[config.mk]
export PLATFORM = sky130hd
export DESIGN_NAME = non_drop_timecode_generator_top
export DESIGN_NICKNAME = d
export VERILOG_FILES = /design/src/design/ndtc_pkg.sv /design/src/design/ndtc_divider.sv /design/src/design/ndtc_seq.sv /design/src/design/non_drop_timecode_generator_top.sv
export SDC_FILE = /design/constraint.sdc
export NUM_CORES = 1
export LEC_CHECK = 0
export ABC_AREA = 1
export BUFFER_PORTS_ARGS = -buffer_cell sky130_fd_sc_hd__buf_2
export CAP_MARGIN = 20
export CORE_MARGIN = 2
export CORE_UTILIZATION = 50
export DETAILED_ROUTE_END_ITERATION = 10
export PLACE_DENSITY = 0.78
export SETUP_SLACK_MARGIN = 0.4
export SYNTH_ARGS = -nofsm -noshare
export SYNTH_HDL_FRONTEND = slang
export SYNTH_HIERARCHICAL = 1
export SYNTH_SLANG_ARGS = --single-unit
[constraint.sdc]
create_clock -name clk -period 6 [get_ports clk]
set_input_delay 1.8 -clock clk [delete_from_list [all_inputs] [get_ports clk]]
set_output_delay 1.8 -clock clk [all_outputs]
set_load 0.05 [all_outputs]
[src/design/ndtc_pkg.sv]
// ============================================================================
// ndtc_pkg: shared types and constants of the non-drop timecode generator
// Holds the command codes, register indexes, the divider and sequencer
// interface structs and the frame rate clamp used across the design.
// ============================================================================
package ndtc_pkg;

  localparam int POS_W          = 48;   // frame position width
  localparam int LEN_W          = 48;   // length limit register width
  localparam int SEEK_W         = 48;   // seek position field width
  localparam int RATE_W         = 7;    // frame rate register width
  localparam int START_W        = 24;   // start frames register width
  localparam int DAY_W          = 24;   // holds one day of frames at the top rate
  localparam int CFG_W          = 48;   // widest configuration register
  localparam int STEP_W         = $clog2(POS_W + 1);
  localparam int CMP_W          = 64;   // common width for position compares

  localparam int MAX_FRAME_RATE = 120;
  localparam int SECS_PER_MIN   = 60;
  localparam int FRAMES_HOUR_K  = 3600;
  localparam int FRAMES_DAY_K   = 86400;

  typedef enum logic [1:0] {
    MODE_TICK    = 2'd0,
    MODE_SEEK    = 2'd1,
    MODE_DISABLE = 2'd2,
    MODE_QUERY   = 2'd3
  } mode_t;

  typedef enum logic [1:0] {
    REG_FRAME_RATE   = 2'd0,
    REG_START_FRAMES = 2'd1,
    REG_LENGTH_LIMIT = 2'd2
  } reg_idx_t;

  typedef enum logic [2:0] {
    SEQ_IDLE,
    SEQ_MOD_POS,
    SEQ_MOD_START,
    SEQ_HOURS,
    SEQ_MINUTES,
    SEQ_SECONDS
  } seq_state_t;

  // Command to the shared shift-subtract divider.
  typedef struct packed {
    logic              start;
    logic [DAY_W-1:0]  rem_init;
    logic [POS_W-1:0]  dvd_init;
    logic [STEP_W-1:0] steps;
    logic [DAY_W-1:0]  divisor;
  } div_cmd_t;

  // Divider answer, valid in the cycle that done is high.
  typedef struct packed {
    logic             done;
    logic [DAY_W-1:0] rem;
    logic [6:0]       quo;
  } div_res_t;

  // Sequencer status and the fields of the last timecode.
  typedef struct packed {
    logic       busy;
    logic [4:0] hours;
    logic [5:0] minutes;
    logic [5:0] seconds;
    logic [6:0] frames;
  } seq_res_t;

  // A zero rate counts as one, anything above the top rate as the top rate.
  function automatic logic [RATE_W-1:0] eff_rate(input logic [RATE_W-1:0] rate);
    logic [RATE_W-1:0] r;
    r = rate;
    if (r == '0) begin
      r = RATE_W'(1);
    end
    if (r > RATE_W'(MAX_FRAME_RATE)) begin
      r = RATE_W'(MAX_FRAME_RATE);
    end
    return r;
  endfunction

endpackage

[src/design/ndtc_divider.sv]
// ============================================================================
// ndtc_divider: shared restoring divider
// Shift-subtract unit that produces one quotient bit per cycle. The caller
// preloads the partial remainder and a left-aligned dividend.
// ============================================================================
module ndtc_divider
  import ndtc_pkg::*;
(
  input  logic     clk,
  input  logic     rst_n,
  input  div_cmd_t cmd,
  output div_res_t res
);

  logic              busy_r, busy_nxt;
  logic              done_r, done_nxt;
  logic [DAY_W-1:0]  rem_r, rem_nxt;
  logic [POS_W-1:0]  dvd_r, dvd_nxt;
  logic [6:0]        quo_r, quo_nxt;
  logic [STEP_W-1:0] cnt_r, cnt_nxt;
  logic [DAY_W-1:0]  div_r, div_nxt;

  logic [DAY_W:0] trial;
  logic [DAY_W:0] diff;
  logic           fits;

  always_ff @(posedge clk) begin
    if (!rst_n) begin
      busy_r <= 1'b0;
      done_r <= 1'b0;
    end else begin
      busy_r <= busy_nxt;
      done_r <= done_nxt;
    end
  end

  always_ff @(posedge clk) begin
    rem_r <= rem_nxt;
    dvd_r <= dvd_nxt;
    quo_r <= quo_nxt;
    cnt_r <= cnt_nxt;
    div_r <= div_nxt;
  end

  always_comb begin
    trial    = {rem_r, dvd_r[POS_W-1]};
    diff     = trial - {1'b0, div_r};
    fits     = (trial >= {1'b0, div_r});
    busy_nxt = busy_r;
    done_nxt = 1'b0;
    rem_nxt  = rem_r;
    dvd_nxt  = dvd_r;
    quo_nxt  = quo_r;
    cnt_nxt  = cnt_r;
    div_nxt  = div_r;
    if (cmd.start) begin
      busy_nxt = 1'b1;
      rem_nxt  = cmd.rem_init;
      dvd_nxt  = cmd.dvd_init;
      quo_nxt  = '0;
      cnt_nxt  = cmd.steps;
      div_nxt  = cmd.divisor;
    end else if (busy_r) begin
      rem_nxt = fits ? diff[DAY_W-1:0] : trial[DAY_W-1:0];
      dvd_nxt = {dvd_r[POS_W-2:0], 1'b0};
      quo_nxt = {quo_r[5:0], fits};
      cnt_nxt = cnt_r - STEP_W'(1);
      if (cnt_r == STEP_W'(1)) begin
        busy_nxt = 1'b0;
        done_nxt = 1'b1;
      end
    end
  end

  assign res.done = done_r;
  assign res.rem  = rem_r;
  assign res.quo  = quo_r;

  // The sequencer only launches a division into an idle unit.
  a_start_idle: assert property (@(posedge clk) disable iff (!rst_n)
    cmd.start |-> !busy_r)
    else $error("divider started while busy");

  // The partial remainder always stays below the divisor while running.
  a_rem_bound: assert property (@(posedge clk) disable iff (!rst_n)
    busy_r |-> (rem_r < div_r))
    else $error("partial remainder not below divisor");

  // Completion is reported exactly once, after the last step.
  a_done_once: assert property (@(posedge clk) disable iff (!rst_n)
    done_r |-> !busy_r && !$past(done_r))
    else $error("divider done pulse malformed");

endmodule

[src/design/ndtc_seq.sv]
// ============================================================================
// ndtc_seq: timecode sequencer
// Drives the shared divider through the day reduction and the split into
// hours, minutes, seconds and frames.
// ============================================================================
module ndtc_seq
  import ndtc_pkg::*;
(
  input  logic               clk,
  input  logic               rst_n,
  input  logic               start,
  input  logic [POS_W-1:0]   position,
  input  logic [RATE_W-1:0]  frame_rate,
  input  logic [START_W-1:0] start_frames,
  output seq_res_t           res
);

  seq_state_t state_r, state_nxt;

  logic [DAY_W-1:0] pmod_r, pmod_nxt;
  logic [4:0]       hh_r, hh_nxt;
  logic [5:0]       mm_r, mm_nxt;
  logic [5:0]       ss_r, ss_nxt;
  logic [6:0]       ff_r, ff_nxt;

  div_cmd_t         cmd;
  div_res_t         dres;

  logic [RATE_W-1:0] rate;
  logic [DAY_W-1:0]  per_min;
  logic [DAY_W-1:0]  per_hour;
  logic [DAY_W-1:0]  per_day;
  logic [DAY_W:0]    sum;
  logic [DAY_W:0]    folded;
  logic [DAY_W-1:0]  count;

  ndtc_divider u_div (
    .clk   (clk),
    .rst_n (rst_n),
    .cmd   (cmd),
    .res   (dres)
  );

  assign rate     = eff_rate(frame_rate);
  assign per_min  = DAY_W'(rate) * DAY_W'(SECS_PER_MIN);
  assign per_hour = DAY_W'(rate) * DAY_W'(FRAMES_HOUR_K);
  assign per_day  = DAY_W'(rate) * DAY_W'(FRAMES_DAY_K);

  // Both residues are below one day, so one conditional subtract folds the sum.
  assign sum    = {1'b0, pmod_r} + {1'b0, dres.rem};
  assign folded = (sum >= {1'b0, per_day}) ? (sum - {1'b0, per_day}) : sum;
  assign count  = folded[DAY_W-1:0];

  always_ff @(posedge clk) begin
    if (!rst_n) begin
      state_r <= SEQ_IDLE;
    end else begin
      state_r <= state_nxt;
    end
  end

  always_ff @(posedge clk) begin
    pmod_r <= pmod_nxt;
    hh_r   <= hh_nxt;
    mm_r   <= mm_nxt;
    ss_r   <= ss_nxt;
    ff_r   <= ff_nxt;
  end

  always_comb begin
    state_nxt    = state_r;
    pmod_nxt     = pmod_r;
    hh_nxt       = hh_r;
    mm_nxt       = mm_r;
    ss_nxt       = ss_r;
    ff_nxt       = ff_r;
    cmd.start    = 1'b0;
    cmd.rem_init = '0;
    cmd.dvd_init = position;
    cmd.steps    = STEP_W'(POS_W);
    cmd.divisor  = per_day;
    case (state_r)
      SEQ_IDLE: begin
        if (start) begin
          cmd.start = 1'b1;
          state_nxt = SEQ_MOD_POS;
        end
      end
      SEQ_MOD_POS: begin
        if (dres.done) begin
          pmod_nxt     = dres.rem;
          cmd.start    = 1'b1;
          cmd.dvd_init = {start_frames, {(POS_W - START_W){1'b0}}};
          cmd.steps    = STEP_W'(START_W);
          state_nxt    = SEQ_MOD_START;
        end
      end
      SEQ_MOD_START: begin
        // The hour count fits in five bits, so the upper bits preload the remainder.
        if (dres.done) begin
          cmd.start    = 1'b1;
          cmd.rem_init = {5'b0, count[DAY_W-1:5]};
          cmd.dvd_init = {count[4:0], {(POS_W - 5){1'b0}}};
          cmd.steps    = STEP_W'(5);
          cmd.divisor  = per_hour;
          state_nxt    = SEQ_HOURS;
        end
      end
      SEQ_HOURS: begin
        if (dres.done) begin
          hh_nxt       = dres.quo[4:0];
          cmd.start    = 1'b1;
          cmd.rem_init = {6'b0, dres.rem[DAY_W-1:6]};
          cmd.dvd_init = {dres.rem[5:0], {(POS_W - 6){1'b0}}};
          cmd.steps    = STEP_W'(6);
          cmd.divisor  = per_min;
          state_nxt    = SEQ_MINUTES;
        end
      end
      SEQ_MINUTES: begin
        if (dres.done) begin
          mm_nxt       = dres.quo[5:0];
          cmd.start    = 1'b1;
          cmd.rem_init = {6'b0, dres.rem[DAY_W-1:6]};
          cmd.dvd_init = {dres.rem[5:0], {(POS_W - 6){1'b0}}};
          cmd.steps    = STEP_W'(6);
          cmd.divisor  = DAY_W'(rate);
          state_nxt    = SEQ_SECONDS;
        end
      end
      SEQ_SECONDS: begin
        if (dres.done) begin
          ss_nxt    = dres.quo[5:0];
          ff_nxt    = dres.rem[6:0];
          state_nxt = SEQ_IDLE;
        end
      end
      default: begin
        state_nxt = SEQ_IDLE;
      end
    endcase
  end

  assign res.busy    = (state_r != SEQ_IDLE);
  assign res.hours   = hh_r;
  assign res.minutes = mm_r;
  assign res.seconds = ss_r;
  assign res.frames  = ff_r;

  // A new timecode is only requested while the sequencer is idle.
  a_start_idle: assert property (@(posedge clk) disable iff (!rst_n)
    start |-> state_r == SEQ_IDLE)
    else $error("sequencer started while busy");

  // Finished hours, minutes and seconds are always in their legal ranges.
  a_fields_range: assert property (@(posedge clk) disable iff (!rst_n)
    $fell(res.busy) |-> hh_r < 5'd24 && mm_r < 6'd60 && ss_r < 6'd60)
    else $error("timecode field out of range");

endmodule

[src/design/non_drop_timecode_generator_top.sv]
// ============================================================================
// non_drop_timecode_generator_top: frame-driven non-drop timecode generator
// Keeps the frame position and disabled flag, takes commands and delivers
// one status beat per command, with a timecode on accepted frame ticks.
// ============================================================================
// Each input beat is a command: frame tick, seek, disable or status query,
// and each one produces exactly one output beat. A tick that is not disabled
// and whose frame the consumer accepts carries the hours, minutes, seconds and
// frames of (start_frames + position) modulo one day of 86400 * frame_rate
// frames; otherwise those fields read zero. Status bits in every output beat
// reflect the state after the command. The block works on one command at a
// time: seeks, disables, queries and unaccepted ticks need no division, while
// a tick that needs a timecode waits on the single shift-subtract divider,
// which retires one quotient bit per cycle: 48 steps to reduce the position
// modulo one day, 24 for the start value, then 5, 6 and 6 steps for hours,
// minutes and seconds. A new command is taken as soon as the previous result
// has been moved into the output register, even if the downstream side is
// still stalling that register. Configuration registers may only be written
// while no command is in flight.
module non_drop_timecode_generator_top
  import ndtc_pkg::*;
(
  input  logic              clk,
  input  logic              rst_n,

  input  logic              cfg_we,
  input  logic [1:0]        cfg_index,
  input  logic [CFG_W-1:0]  cfg_wdata,

  input  logic              in_valid,
  output logic              in_stall,
  input  logic [1:0]        in_mode,
  input  logic              in_frame_accepted,
  input  logic [SEEK_W-1:0] in_seek_position,

  output logic              out_valid,
  input  logic              out_stall,
  output logic              out_timecode_valid,
  output logic [4:0]        out_hours,
  output logic [5:0]        out_minutes,
  output logic [5:0]        out_seconds,
  output logic [6:0]        out_frames,
  output logic              out_end_of_stream,
  output logic              out_is_disabled
);

  // Configuration registers.
  logic [RATE_W-1:0]  rate_r;
  logic [START_W-1:0] start_r;
  logic [LEN_W-1:0]   len_r;

  // Block state.
  logic [POS_W-1:0]   pos_r, pos_nxt;
  logic               dis_r, dis_nxt;

  // Command in flight and whether its result carries a timecode.
  logic               busy_r, busy_nxt;
  logic               tcv_r, tcv_nxt;

  // Output register.
  logic               ovalid_r, ovalid_nxt;
  logic               otcv_r;
  logic [4:0]         ohh_r;
  logic [5:0]         omm_r;
  logic [5:0]         oss_r;
  logic [6:0]         off_r;
  logic               oeos_r;
  logic               odis_r;

  logic               accept;
  logic               load;
  logic               seq_start;
  logic [POS_W:0]     pos_inc;
  logic               eos;
  mode_t              mode;
  seq_res_t           sres;

  assign mode      = mode_t'(in_mode);
  assign in_stall  = busy_r;
  assign accept    = in_valid && !busy_r;
  assign seq_start = accept && (mode == MODE_TICK) && !dis_r && in_frame_accepted;

  // The timecode uses the position before this tick's advance.
  ndtc_seq u_seq (
    .clk          (clk),
    .rst_n        (rst_n),
    .start        (seq_start),
    .position     (pos_r),
    .frame_rate   (rate_r),
    .start_frames (start_r),
    .res          (sres)
  );

  always_ff @(posedge clk) begin
    if (!rst_n) begin
      rate_r  <= RATE_W'(25);
      start_r <= '0;
      len_r   <= '1;
    end else if (cfg_we) begin
      case (reg_idx_t'(cfg_index))
        REG_FRAME_RATE:   rate_r  <= cfg_wdata[RATE_W-1:0];
        REG_START_FRAMES: start_r <= cfg_wdata[START_W-1:0];
        REG_LENGTH_LIMIT: len_r   <= cfg_wdata[LEN_W-1:0];
        default: begin
        end
      endcase
    end
  end

  // Saturating advance: the carry out marks a position already at its maximum.
  assign pos_inc = {1'b0, pos_r} + {{POS_W{1'b0}}, 1'b1};

  always_comb begin
    pos_nxt = pos_r;
    dis_nxt = dis_r;
    tcv_nxt = tcv_r;
    if (accept) begin
      tcv_nxt = 1'b0;
      case (mode)
        MODE_TICK: begin
          if (!dis_r) begin
            tcv_nxt = in_frame_accepted;
            if (!pos_inc[POS_W]) begin
              pos_nxt = pos_inc[POS_W-1:0];
            end
          end
        end
        MODE_SEEK: begin
          if (!dis_r) begin
            pos_nxt = POS_W'(in_seek_position);
          end
        end
        MODE_DISABLE: begin
          dis_nxt = 1'b1;
        end
        default: begin
        end
      endcase
    end
  end

  // The result moves out once the sequencer is done and the output slot frees.
  assign load = busy_r && !sres.busy && (!ovalid_r || !out_stall);
  assign eos  = !dis_r && (CMP_W'(pos_r) >= CMP_W'(len_r));

  always_comb begin
    busy_nxt = busy_r;
    if (accept) begin
      busy_nxt = 1'b1;
    end else if (load) begin
      busy_nxt = 1'b0;
    end
    ovalid_nxt = ovalid_r && out_stall;
    if (load) begin
      ovalid_nxt = 1'b1;
    end
  end

  always_ff @(posedge clk) begin
    if (!rst_n) begin
      pos_r    <= '0;
      dis_r    <= 1'b0;
      busy_r   <= 1'b0;
      ovalid_r <= 1'b0;
    end else begin
      pos_r    <= pos_nxt;
      dis_r    <= dis_nxt;
      busy_r   <= busy_nxt;
      ovalid_r <= ovalid_nxt;
    end
  end

  always_ff @(posedge clk) begin
    tcv_r <= tcv_nxt;
    if (load) begin
      otcv_r <= tcv_r;
      ohh_r  <= tcv_r ? sres.hours   : '0;
      omm_r  <= tcv_r ? sres.minutes : '0;
      oss_r  <= tcv_r ? sres.seconds : '0;
      off_r  <= tcv_r ? sres.frames  : '0;
      oeos_r <= eos;
      odis_r <= dis_r;
    end
  end

  assign out_valid          = ovalid_r;
  assign out_timecode_valid = otcv_r;
  assign out_hours          = ohh_r;
  assign out_minutes        = omm_r;
  assign out_seconds        = oss_r;
  assign out_frames         = off_r;
  assign out_end_of_stream  = oeos_r;
  assign out_is_disabled    = odis_r;

  // A running timecode calculation always belongs to a command in flight.
  a_seq_owned: assert property (@(posedge clk) disable iff (!rst_n)
    sres.busy |-> busy_r)
    else $error("sequencer running without a command in flight");

  // Beats without a timecode carry zero fields.
  a_zero_fields: assert property (@(posedge clk) disable iff (!rst_n)
    ovalid_r && !otcv_r |-> ohh_r == '0 && omm_r == '0 && oss_r == '0 && off_r == '0)
    else $error("timecode fields not cleared");

  // End of stream is never reported together with the disabled flag.
  a_eos_dis: assert property (@(posedge clk) disable iff (!rst_n)
    ovalid_r && oeos_r |-> !odis_r)
    else $error("end of stream reported while disabled");

  // Once set, the disabled flag stays set until reset.
  a_dis_sticky: assert property (@(posedge clk) disable iff (!rst_n)
    dis_r |=> dis_r)
    else $error("disabled flag cleared");

endmodule

==> results of run 1 <==
==> registers in the layout, indices dropped and copies added (netlist names), 7 cells and up <==
register,count
pos_r,48
u_seq/ff_r,7
start_r,24
u_seq/u_div/rem_r,24
out_frames,7
u_seq/u_div/div_r,24
u_seq/pmod_r,24
u_seq/u_div/dvd_r,48
len_r,48
rate_r,7
==> stage by stage <==
| step | total power, mW | util | cell area (um^2) | setup TNS (ps) | worst slack, ps |
|---|---|---|---|---|---|
| after floorplan | 6.09 | - | 23300 | 0 | 415 |
| after global placement | 7.16 | 0.531 | 24600 | 0 | 143 |
| after detailed placement | 7.20 | 0.531 | 24600 | -1050 | -89.0 |
| after CTS | 9.49 | 0.562 | 26000 | 0 | 337 |
| after global routing | 10.3 | 0.566 | 26200 | -2370 | -172 |
| final | 9.68 | 0.566 | 26200 | 0 | 194 |
==> routing by layer <==
layer / part of all wire / global-route usage
met5: 0.00016 / 0
met4: 0.049 / 0.133
met3: 0.076 / 0.0364
met2: 0.47 / 0.477
met1: 0.40 / 0.359
==> worst register-to-register path: cells and delay by family, from the launching register on <==
| family | cells | cell delay (ps) |
|---|---|---|
| xor+xnor | 1 | 180 |
| simple gates | 21 | 2350 |
| buf+inv | 8 | 720 |
| compound gates | 5 | 570 |
| flops | 1 | 320 |
| fa+ha+maj | 5 | 1450 |
==> area by class of cell <==
cell class | instances | area, um^2 | share of cell area
Clock buffer | 51 | 978 | 0.0374
Inverter | 482 | 1820 | 0.0694
Timing Repair Buffer | 193 | 1140 | 0.0436
Multi-Input combinational cell | 2340 | 13200 | 0.504
Sequential cell | 319 | 8180 | 0.312
Tap cell | 607 | 759 | 0.0290
Clock inverter | 16 | 106 | 0.00406
==> final timing paths <==
| path | start | endpoint | slack [ps] | cells past startpoint |
|---|---|---|---|---|
| setup / recovery | rate_r[1] | u_seq/u_div/rem_r[2] | 190 | 40 |
| hold / removal | u_seq/u_div/quo_r[5] | u_seq/mm_r[5] | 460 | 0 |
| setup reg to reg | rate_r[1] | u_seq/u_div/rem_r[2] | 190 | 40 |
| hold reg to reg | u_seq/u_div/quo_r[5] | u_seq/mm_r[5] | 460 | 0 |
==> what timing repair did <==
action	in CTS	in global routing
gates cloned	3	0
hold endpoints to repair	0	0
endpoints found under the setup margin	17	17
pin swaps	37	36
setup buffers	20	6
gates resized for setup	38	27
==> power by group through the flow <==
stage                     sequential [mW]  clock (mW)  combinational [mW]
after detailed placement             3.00           0                4.20
after global placement               2.99           0                4.17
after CTS                            2.96        2.12                4.42
final                                2.96        2.08                4.63
after global routing                 2.98        2.20                5.13
after floorplan                      2.94           0                3.15
==> cell usage in the layout (no fill, tap or decap), drive strengths merged, types with 4 or more instances in the layout <==
master,count
ha,201
conb,5
buf,193
nand4,62
xor2,40
o211ai,49
clkinv,13
and2,7
clkinvlp,5
clkbuf,51
nor2,399
a31oi,8
a21o,7
a21oi,129
edfxtp,178
o221ai,6
fa,23
o21a,4
xnor2,28
nand3,157
nand3b,10
o21bai,12
dfxtp,141
o21ai,138
inv,480
nor3,18
nor4,5
o22ai,9
a22o,19
or2,7
nand2,982
==> out/summary.txt, run 1 <==
combinational share of power = 0.479
mean area per synthesized cell = 7.19 um^2
Via Count = 21700
Post-Synthesis Cells = 3232
max_slew headroom = 0.243
required time of the critical path = 6310 ps
die area = 0.0482 mm^2
maximum capacitance violations = 0
P_int = 5.47 mW
initial antenna violation count = 1
Clock Path Buffers = 3
Clock transition at path regs = 60 ps
drt pass-1 iters = 6
CORE AREA = 0.0463 mm^2
Post-CTS Hold Buffers = 0
row count = 79
DRT iter0 DRCs = 1731
Reg power frac = 0.306
Initial Util = 0.502
Max FO, Critical Path = 14
Die Span X = 220 um
layout cells sized above 1 = 0.111
total gr overflow = 0
io pins = 135
Final #Nets = 3703
Critical Path Start Type = flip-flop
VDD IR max = 0.243 mV
Cell Area, Synth = 0.0232 mm^2
slew at the pin with the worst max-slew slack = 1130 ps
worst skew pair latency = 560 ps
total track usage = 0.282
final setup fails = 0
Root Driver = clkbuf_16
CTS Buf Count = 37
Final Hold Fails = 0
pin count of the biggest net entering global routing = 71
final slew viol count = 0
unrepaired setup endpoints after global routing = yes
status = complete, no violations
DRT antenna net count = 0
vias in the first global route = 19900
Post-route DRC = 0
most frequent CP cell = nand2_1
drt wl/cell = 17.3 um
CTS H-tree depth = 2
Die Height = 220 um
CTS tree = built
Worst Path Arrival = 6110 ps
Finished Layout Cells = 4008
Worst path top cell family by delay = simple AND/OR/NAND/NOR gates
buffers added on ports = 134
Cells after DPL = 3911
warnings from Yosys = 6
worst clock skew = 24.5 ps
CP max-delay cell = fa_1
first-pass GRT wire length = 107000 um
hold slack = 458 ps
area growth from synthesis to layout = 12.6%
wirelength, routed = 69300 um
Fmax = 0.172 GHz
Critical Path End Type = flip-flop
Hold Crit Class = reg -> reg
clock power share = 0.215
clock sink count = 319
Buf/Inv on CP = 8
Filler Cell Count = 4322
Avg Vias per Cell = 5.41
Period Utilization, post-route = 0.968
post-route minimum period = 5810 ps
Crit path largest cell delay = 470 ps
Pleak = 12.7 nW
Net Sw Power = 4.20 mW
Pwr Density = 370 mW/mm^2
switch share = 0.434
dpl hpwl = 51700 um
Final GP Congestion = 0.995
# diodes = 0
Setup CP Type = reg -> reg
Note: power is estimated with default switching activity, not from simulation.
==> run 2: changes to the inputs <==
- REMOVE_ABC_BUFFERS: default -> 1
- SETUP_SLACK_MARGIN: 0.4 -> 0.05
==> run 2 against run 1 <==
Net effect:
- sequential power about the same
- critical path type unchanged
- clock-buffer cell count unchanged
- flip-flop and latch count unchanged
- largest power group unchanged
- sequential share of layout area down 0.074 points
- highest routed layer unchanged
- first-iteration DRC count up 8.0%
==> out/summary.txt, run 2 (synthesis gave the netlist of run 1 again) <==
dpl hpwl = 50200 um (-3.0%)
Finished Layout Cells = 4001 (-0.17%)
Final GP Congestion = 0.992 (-0.24%)
Critical Path End Type = flip-flop
unrepaired setup endpoints after global routing = yes
io pins = 135 (unchanged)
initial antenna violation count = 7 (+6)
Pwr Density = 370 mW/mm^2 (about the same)
max_slew headroom = 0.227 (-0.0161)
CTS H-tree depth = 2 (unchanged)
Setup CP Type = reg -> reg
Post-route DRC = 0 (unchanged)
layout cells sized above 1 = 0.108 (-0.00354)
drt pass-1 iters = 5 (-1)
Fmax = 0.172 GHz (-0.33%)
final setup fails = 0 (unchanged)
most frequent cells in the layout = nand2_1, inv_1, nor2_1
Critical Path Start Type = flip-flop
buffers added on ports = 134 (unchanged)
WL met3 = 5100 um (-3.0%)
Cells after DPL = 3923 (+0.31%)
DRT iter0 DRCs = 1869 (+8.0%)
maximum capacitance violations = 0 (unchanged)
row count = 79 (unchanged)
wirelength, routed = 67200 um (-3.1%)
VDD IR max = 0.253 mV (+4.1%)
Reg power frac = 0.305 (about the same)
Avg Vias per Cell = 5.38 (-0.52%)
total gr overflow = 0 (unchanged)
Post-CTS Hold Buffers = 0 (unchanged)
area growth from synthesis to layout = 12.8%
Setup TNS Final = 0 ps (unchanged)
Die Height = 220 um (unchanged)
drt wl/cell = 16.8 um (-2.9%)
Worst Path Arrival = 6120 ps (about the same)
CP max-delay cell = fa_1
Tot Pwr = 9.70 mW (+0.24%)
combinational share of power = 0.462 (-0.017)
Period Utilization, post-route = 0.971 (+0.00318)
P_int = 5.61 mW (+2.5%)
DRT antenna net count = 0 (unchanged)
status = complete, no violations
Clock Path Buffers = 3 (unchanged)
switch share = 0.422 (-0.0125)
slew at the pin with the worst max-slew slack = 1150 ps (+16.5 ps)
Via Count = 21500 (-0.70%)
Max Used Layer = met5
Die Span X = 220 um (unchanged)
vias in the first global route = 19800 (-0.53%)
first-pass GRT wire length = 104000 um (-2.5%)
total track usage = 0.273 (-0.00919)
final core occ = 0.567 (+0.00100)
leading cell type in the layout, fill and taps excluded = nand2_1
met2 routed WL = 31200 um (-4.4%)
CTS tree = built
Root Driver = clkbuf_16
worst clock skew = 30.4 ps (+5.88 ps)
Net Sw Power = 4.09 mW (-2.7%)
Pleak = 12.8 nW (+0.43%)
Final Hold Fails = 0 (unchanged)
Buf/Inv on CP = 6 (-2)
Max FO, Critical Path = 7 (-7)
worst skew pair latency = 560 ps (about the same)
wl on met1 = 28100 um (+0.25%)
Crit path largest cell delay = 510 ps (+40 ps)
CORE AREA = 0.0463 mm^2 (unchanged)
Final #Nets = 3693 (-0.27%)
required time of the critical path = 6290 ps (-20 ps)
Worst path top cell family by delay = simple AND/OR/NAND/NOR gates
die area = 0.0482 mm^2 (unchanged)
pin count of the biggest net entering global routing = 107 (+51%)
Clock transition at path regs = 60 ps (about the same)
post-route minimum period = 5820 ps (+19.1 ps)
Top Registers = len_r: 48 flops, pos_r: 48 flops, u_seq/u_div/dvd_r: 48 flops
Hold Crit Class = reg -> reg
CTS Buf Count = 37 (unchanged)
Initial Util = 0.502 (unchanged)
final slew viol count = 0 (unchanged)
clock power share = 0.233 (+0.018)
clock sink count = 319 (unchanged)
[run 2: cell count changes in the layout (fill, tap and decap cells not counted), sizes merged]
cell	delta
inv	-1
nor2	-1
clkinvlp	-4
buf	-9
bufinv	+1
diode	+2
clkinv	+5
[run 2: worst paths after layout]
path,from,to,slack [ps],depth (start not counted)
min reg2reg,rate_r[0],rate_r[0],460,2
max reg2reg,rate_r[2],u_seq/u_div/rem_r[15],180,40
min,rate_r[0],rate_r[0],460,2
max,rate_r[2],u_seq/u_div/rem_r[15],180,40
[run 2: timing repair]
item                                    4_1_cts  5_1_grt
buffers inserted                              1        5
endpoints found under the setup margin       17       17
pin swaps                                     5       43
resized for setup                            11       62
cloned                                        1        1
[run 2: worst register-to-register path, delay by kind of cell (launching register included)]
kind,cells,cell delay (ps)
AND/OR/NAND/NOR,20,2250
buffers and inverters,6,350
adder cells (fa/ha/maj),5,1460
AO/OA/AOI/OAI,8,1080
XOR/XNOR,1,100
flip-flops,1,330
[run 2: cell type report]
type,instances,area [um^2]
Multi-Input combinational cell,2339,13200
Clock inverter,17,141
Sequential cell,319,8170
Fill cell,4381,20000
Inverter,482,1810
Antenna cell,2,5.00
Clock buffer,51,1070
Tap cell,607,759
Timing Repair Buffer,184,1080
[run 2: per-stage QoR]
stage,setup WS (ps),instance area (um^2),hold slack (ps)
2_1_floorplan,-3560,22800,426
3_3_place_gp,9.66,24600,443
3_5_place_dp,-196,24600,443
4_1_cts,50.7,25900,459
5_1_grt,-176,26200,494
6_report,175,26200,464
[run 2: power by group through the flow]
stage / Combinational (mW) / Clock (mW) / Sequential (mW)
2_1_floorplan: 3.06 / 0 / 2.95
3_3_place_gp: 4.13 / 0 / 2.99
3_5_place_dp: 4.17 / 0 / 3.00
4_1_cts: 4.24 / 2.29 / 2.95
5_1_grt: 5.00 / 2.37 / 2.99
6_report: 4.48 / 2.26 / 2.96
[run 2: routing by layer]
metal / GRT usage / up-vias
li1: - / 10700
met1: 0.356 / 9871
met2: 0.456 / 796
met3: 0.0393 / 156
met4: 0.110 / 10
met5: 0 / -
